<file path="src/rtl/c2jp_pkg.sv">
// Shared types, constants and the arctangent table of the joint pulse block.
package c2jp_pkg;

  localparam int unsigned CordicSteps = 20;
  localparam int unsigned GuardBits   = 8;
  localparam int unsigned VecW        = 44;  // CORDIC x/y, Q32.8 plus growth
  localparam int unsigned ThetaW      = 34;  // turns, Q0.32 plus sign and wrap
  localparam int unsigned CfgIdxW     = 32;

  localparam logic [29:0] InvGainQ30  = 30'd652032874;
  localparam logic [29:0] InvTwoPiQ32 = 30'd683565276;

  // atan(2^-i) in turns, Q0.32
  localparam logic [30:0] AtanTurns [32] = '{
    31'd536870912, 31'd316933406, 31'd167458907, 31'd85004756, 31'd42667331,
    31'd21354465, 31'd10679838, 31'd5340245, 31'd2670163, 31'd1335087,
    31'd667544, 31'd333772, 31'd166886, 31'd83443, 31'd41722, 31'd20861,
    31'd10430, 31'd5215, 31'd2608, 31'd1304, 31'd652, 31'd326, 31'd163,
    31'd81, 31'd41, 31'd20, 31'd10, 31'd5, 31'd3, 31'd1, 31'd1, 31'd0
  };

  typedef enum logic [CfgIdxW-1:0] {
    RegHeightOffset = 32'd0,
    RegAngleZero    = 32'd1,
    RegRadiusZero   = 32'd2,
    RegHeightZero   = 32'd3,
    RegRotaryRes    = 32'd4,
    RegRadialRes    = 32'd5,
    RegVerticalRes  = 32'd6
  } cfg_reg_e;

  typedef struct packed {
    logic signed [31:0] target_x;
    logic signed [31:0] target_y;
    logic signed [31:0] target_z;
  } in_item_t;

  typedef struct packed {
    logic signed [31:0] rotary_pulses;
    logic signed [31:0] radial_pulses;
    logic signed [31:0] vertical_pulses;
    logic               saturated;
  } out_item_t;

  typedef struct packed {
    logic signed [31:0] height_offset;
    logic signed [19:0] angle_zero;
    logic signed [31:0] radius_zero;
    logic signed [31:0] height_zero;
    logic [19:0]        rotary_resolution;
    logic [19:0]        radial_resolution;
    logic [19:0]        vertical_resolution;
  } cfg_t;

  typedef struct packed {
    logic signed [VecW-1:0]   cx;
    logic signed [ThetaW-1:0] theta;
    logic signed [31:0]       z;
  } vec_t;

  typedef struct packed {
    logic signed [31:0] value;
    logic               sat;
  } clip_t;

  function automatic clip_t clip32(input logic signed [63:0] v);
    clip_t r;
    r.sat = 1'b0;
    r.value = v[31:0];
    if (v > 64'sd2147483647) begin
      r.value = 32'sh7fffffff;
      r.sat = 1'b1;
    end else if (v < -64'sd2147483648) begin
      r.value = 32'sh80000000;
      r.sat = 1'b1;
    end
    return r;
  endfunction

endpackage

</file>
<file path="src/rtl/c2jp_cfg.sv">
// Configuration register file of the joint pulse block.
module c2jp_cfg (
  input  logic                              clk_i,
  input  logic                              rst_ni,
  input  logic                              cfg_valid_i,
  output logic                              cfg_ready_o,
  input  logic [c2jp_pkg::CfgIdxW-1:0]      cfg_index_i,
  input  logic [31:0]                       cfg_data_i,
  output c2jp_pkg::cfg_t                    cfg_o
);

  c2jp_pkg::cfg_t cfg_q;

  assign cfg_ready_o = 1'b1;
  assign cfg_o = cfg_q;

  always_ff @(posedge clk_i or negedge rst_ni) begin
    if (!rst_ni) begin
      cfg_q <= '0;
    end else if (cfg_valid_i) begin
      unique case (cfg_index_i)
        c2jp_pkg::RegHeightOffset: cfg_q.height_offset       <= cfg_data_i;
        c2jp_pkg::RegAngleZero:    cfg_q.angle_zero          <= cfg_data_i[19:0];
        c2jp_pkg::RegRadiusZero:   cfg_q.radius_zero         <= cfg_data_i;
        c2jp_pkg::RegHeightZero:   cfg_q.height_zero         <= cfg_data_i;
        c2jp_pkg::RegRotaryRes:    cfg_q.rotary_resolution   <= cfg_data_i[19:0];
        c2jp_pkg::RegRadialRes:    cfg_q.radial_resolution   <= cfg_data_i[19:0];
        c2jp_pkg::RegVerticalRes:  cfg_q.vertical_resolution <= cfg_data_i[19:0];
        default: ;
      endcase
    end
  end

endmodule

</file>
<file path="config.mk">
export PLATFORM = sky130hd
export DESIGN_NAME = c2jp_cfg
export DESIGN_NICKNAME = d
export VERILOG_FILES = /design/src/rtl/c2jp_pkg.sv /design/src/rtl/c2jp_cfg.sv
export SDC_FILE = /design/constraint.sdc
export NUM_CORES = 1
export LEC_CHECK = 0
export BUFFER_PORTS_ARGS = -buffer_cell sky130_fd_sc_hd__clkbuf_2
export CAP_MARGIN = 10
export CORE_ASPECT_RATIO = 0.8
export CORE_MARGIN = 2
export CORE_UTILIZATION = 48
export CTS_BUF_LIST = sky130_fd_sc_hd__clkbuf_4 sky130_fd_sc_hd__clkbuf_8
export DETAILED_ROUTE_END_ITERATION = 16
export GPL_TIMING_DRIVEN = 0
export PLACE_DENSITY = 0.82
export SLEW_MARGIN = 40
export SYNTH_ARGS = -nofsm -noshare
export SYNTH_HDL_FRONTEND = slang
export SYNTH_SLANG_ARGS = --single-unit
export TNS_END_PERCENT = 50
</file>
<file path="constraint.sdc">
create_clock -name clk_i -period 0.95 [get_ports clk_i]
set_clock_uncertainty 0.05 [all_clocks]
set_input_delay 0.1425 -clock clk_i [delete_from_list [all_inputs] [get_ports clk_i]]
set_output_delay 0.1425 -clock clk_i [all_outputs]
set_load 0.005 [all_outputs]
</file>
# == Word level (Yosys, flattened, before mapping) ==
# Index checks and enable logic that the tools add are counted.
# op_classes
eq_ne,6
reduce_logical,8
# ops
operator,n
"equality test 32 x 3 -> 1 bit, second input constant",3
"equality test 32 x 2 -> 1 bit, second input constant",2
"equality test 32 x 1 -> 1 bit, second input constant",1
logical NOT 32 bit,1
AND reduction 2 bit,7
# totals
reg_bits,176
input_bits,67
out_inout_bits,177
elab_cells,21

# == Logic depth before layout (Yosys ltp) ==
# depth
depth_word,2
mapped_depth,5
depth_no_buf,4

# == Least setup slack after synthesis ==
# OpenSTA, ideal clock, no wires.
# synth_path
path_kind,input to register
from,input cfg_index_i[18] (netlist name)
to,"register cfg_q, in the netlist cfg_o[61]"
setup_time_ns,0.127
arrival_time_ns,1.716
t_required_ns,0.773
setup_slack_ns,-0.944
stages,5
path_buffers,1
path_cell_list,nor4_1 > nand4_2 > nor4_4 > buf_6 > mux2_1
# synth_between
elab_chain_cells,2
# synth_lines
element,line_no,source
"start, declared",c2jp_cfg.sv:7,"input logic [c2jp_pkg::CfgIdxW-1:0] cfg_index_i,"
equality test 32 x 2 -> 1 bit,c2jp_cfg.sv:21,unique case (cfg_index_i)
AND reduction 2 bit (no source line),--,
"end, declared",c2jp_cfg.sv:12,c2jp_pkg::cfg_t cfg_q;
# No other way between the ends.
# A chain may end at the register's enable or synchronous reset.

# == Worst setup path after layout ==
# layout_path
from,input cfg_index_i[26] (netlist name)
to,"register cfg_q, in the netlist cfg_o[78]"
# Same word-level chain as after synthesis.

==> metrics.md <==
| Metric | Value |
|---|---|
| Core ar. | 0.0136 mm^2 |
| DRC | 0 |
| Mean Syn Cell Area | 17.1 um^2 |
| Top-count cell post-synth | dfrtp_1 |
| FF-to-FF path depth | 1 |
| P_leak | 5.53 nW |
| F_max | about 0.60 GHz |
| # rows | 38 |
| Fin crit share | 176% |
| Post-route minimum period | 1670 ps |
| R2R Setup Slk | about 80 ps |
| Cells after Synth | roughly 390 |
| Worst Setup SP | cfg_index_i[26] |
| Post-synth EDFFs | 0 |
| TritonCTS Buffers | 17 |
| CTS sink cnt | 176 |
| Final hold violations | 114 |
| DP HPWL | approximately 12000 um |
| Status | finished with violations |
| Nature of the critical path endpoint | register |
| Antenna violations before repair | 0 |
| Drt via density | 5.22 |
| Boundary Pins | 244 |
| Final Max Tran Viols | 0 |
| FF/Latch Area | 0.00440 mm^2 |
| RSZ-0062 raised after global routing | yes |
| Share of cells above drive strength 1 | 70.7% |
| Yosys reg bits | ~180 |
| Routed wl met2 | around 10000 um |
| Post-synth ARST share | 100% |
| P per Cell Area | between 1000 and 1500 mW/mm^2 |
| CTS H-tree depth | 4 |
| Final #Nets | slightly below 800 |
| Initial core utilization | 49.4% |
| CTS Hold Bufs | 32 |
| GR Overflow Total | 0 |
| Violated checks | negative hold slack, negative setup slack |
| Final WS setup | -718 ps |
| Total negative slack | -144790 ps |
| Tightest Hold Check Type | input port to async pin |
| Area leader, netlist | dfrtp_1 |
| Peak VDD IR | 0.00104 V |
| Placed Instances | roughly 820 |
| WL/cell | 22.3 um |
| 1st-pass router iterations | 4 |
| Routability Congestion | slightly below 0.8 |
| Worst r2r src | cfg_o[82]$_DFFE_PN0P_ |
| Area Overhead vs Synth | 55.1% |
| Met3 routed WL | approximately 1100 um |
| Syn_nets | 460 |
| Cell Count, Final, Fillers Out | about 920 |
| Multi-input logic area | 0.00295 mm^2 |
| Worst Path Arrival | 1960 ps |
| Top-area cell type share of the netlist area | about two thirds |
| Yosys warnings | 0 |
| Layout Utilization | 76.6% |
| WHS | -410 ps |
| GRT Overall Usage | 27.0% |
| First-pass GRT wire length | ~30000 um |
| Worst-path fanout max | 5 |
| Synth Flop Type | dfrtp_1 |
| Deepest clock path buffer count | 2 |
| Crit Path Category | input port to register |
| Vias | 4785 |
| # fillers | 810 |
| Synth unique cells | 17 |
| Worst skew pair latency | 450 ps |
| Die H | 110 um |
| Synth top area cells | dfrtp_1, mux2_2, mux2_1 |
| Largest register FFs | roughly 180 |
| Max-cap viol count | 0 |
| DRT antenna net count | 0 |
| Top routing layer in use | met4 |
| CTS tree | done |
| CTS clk-pin slew, worst paths | 90 ps |
| Initial DRC count | 193 |
| Leading cell types by count after synthesis | dfrtp_1, mux2_2, mux2_1 |
| Met1 wire length | 8570 um |
| WP data required | 1240 ps |
| Register area share after synthesis | 65.6% |
| Root Buffer | clkbuf_8 |
| Die area | roughly 0.015 mm^2 |
| R2r endpoint | cfg_o[82]$_DFFE_PN0P_ |
| CP endpoint | cfg_o[78]$_DFFE_PN0P_ |
| Power, Total | between 10 and 15 mW |
| Die Wd | roughly 140 um |
| Endpoints failing setup | 352 |
| Vias in the first global route | around 5200 |
| Drt total wl | slightly above 20000 um |
| Mapped cell area | about 0.0067 mm^2 |
| IO buf count | between 200 and 250 |
| # diodes | 0 |
| Critical Path Source Type | input port |
| Largest net degree at the start of global routing | 74 |
## critical path: stages
cell and delay [ps]:
buf_6 100, nor4_4 340, nand4_4 190, buf_6 180
nor4_4 240, buf_6 160, buf_12 130, clkbuf_16 160
mux2_4 300
## repair_timing
item	CTS	global route
setup buffers	24	4
cloned	9	5
hold endpoints to repair	283	51
setup endpoints to repair	352	352
pin swaps	11	5
gates resized for setup	203	31
## placed cells by master (no fill, tap or decap)
master / netlist / routed
buf_16: 0 / 2
nand4_4: 0 / 2
clkbuf_8: 0 / 22
inv_1: 1 / 1
mux2_4: 0 / 158
mux2_1: 57 / 2
mux2_2: 119 / 16
clkinvlp_4: 0 / 2
nor4_4: 3 / 13
nand2_1: 1 / 1
buf_4: 6 / 11
nor2_1: 1 / 1
buf_6: 3 / 18
clkbuf_4: 0 / 2
or2_2: 1 / 1
conb_1: 1 / 1
buf_12: 0 / 14
nand2b_1: 2 / 2
inv_6: 0 / 2
clkbuf_2: 0 / 236
clkinv_2: 0 / 2
buf_8: 0 / 11
bufinv_16: 0 / 2
nor4b_4: 0 / 1
dlygate4sd3_1: 0 / 32
dfrtp_1: 176 / 176
clkbuf_16: 0 / 5
buf_2: 9 / 1
## power by group
group | leakage, nW | total (mW) | switching, mW | internal (mW)
Combinational | 2.87 | 0.643 | 0.381 | 0.263
Sequential | 2.46 | 7.48 | 0.0000000415 | 7.48
Clock | 0.198 | 5.17 | 2.59 | 2.58
## area by class of cell
type                       count  share of cell area, %
tap                          180                   2.16
clock inverter                 8                  0.985
clock buffer                  22                   2.79
inverter                       1                 0.0360
multi-input combinational    198                   28.3
sequential                   176                   42.3
timing repair buffer         314                   20.5
buffer                        18                   2.93
## cell families after synthesis
kind of cell,Yosys count,share of synthesized area [%]
buffers and inverters,19,1.90
flip-flops,176,65.6
multiplexers,176,29.5
other,1,0.0558
AND/OR/NAND/NOR,21,2.96
## metal layers
layer	GRT usage, %	up-vias
met2	44.5	187
li1	-	2080
met4	11.9	0
met3	6.59	46
met5	0	-
met1	34.4	2472
## metrics by stage
step / area [um^2] / worst slack [ps]
3_3_place_gp: 8390 / -3160
4_1_cts: 10200 / -612
6_report: 10400 / -718
2_1_floorplan: 6960 / -844
5_1_grt: 10400 / -723
3_5_place_dp: 8460 / -1350
## how the worst min path moves through the flow
stage                         from                endpoint  slack [ps]  depth (start not counted)
finish                      rst_ni  cfg_o[153]$_DFFE_PN0P_        -410                          1
global route                rst_ni   cfg_o[30]$_DFFE_PN0P_        -400                          1
CTS                         rst_ni  cfg_o[153]$_DFFE_PN0P_        -420                          1
detailed placement          rst_ni  cfg_o[153]$_DFFE_PN0P_          80                          1
global placement    cfg_data_i[20]  cfg_o[112]$_DFFE_PN0P_         340                          2
floorplan                   rst_ni    cfg_o[0]$_DFFE_PN0P_        -200                          0
(Power assumes the default switching activity.)
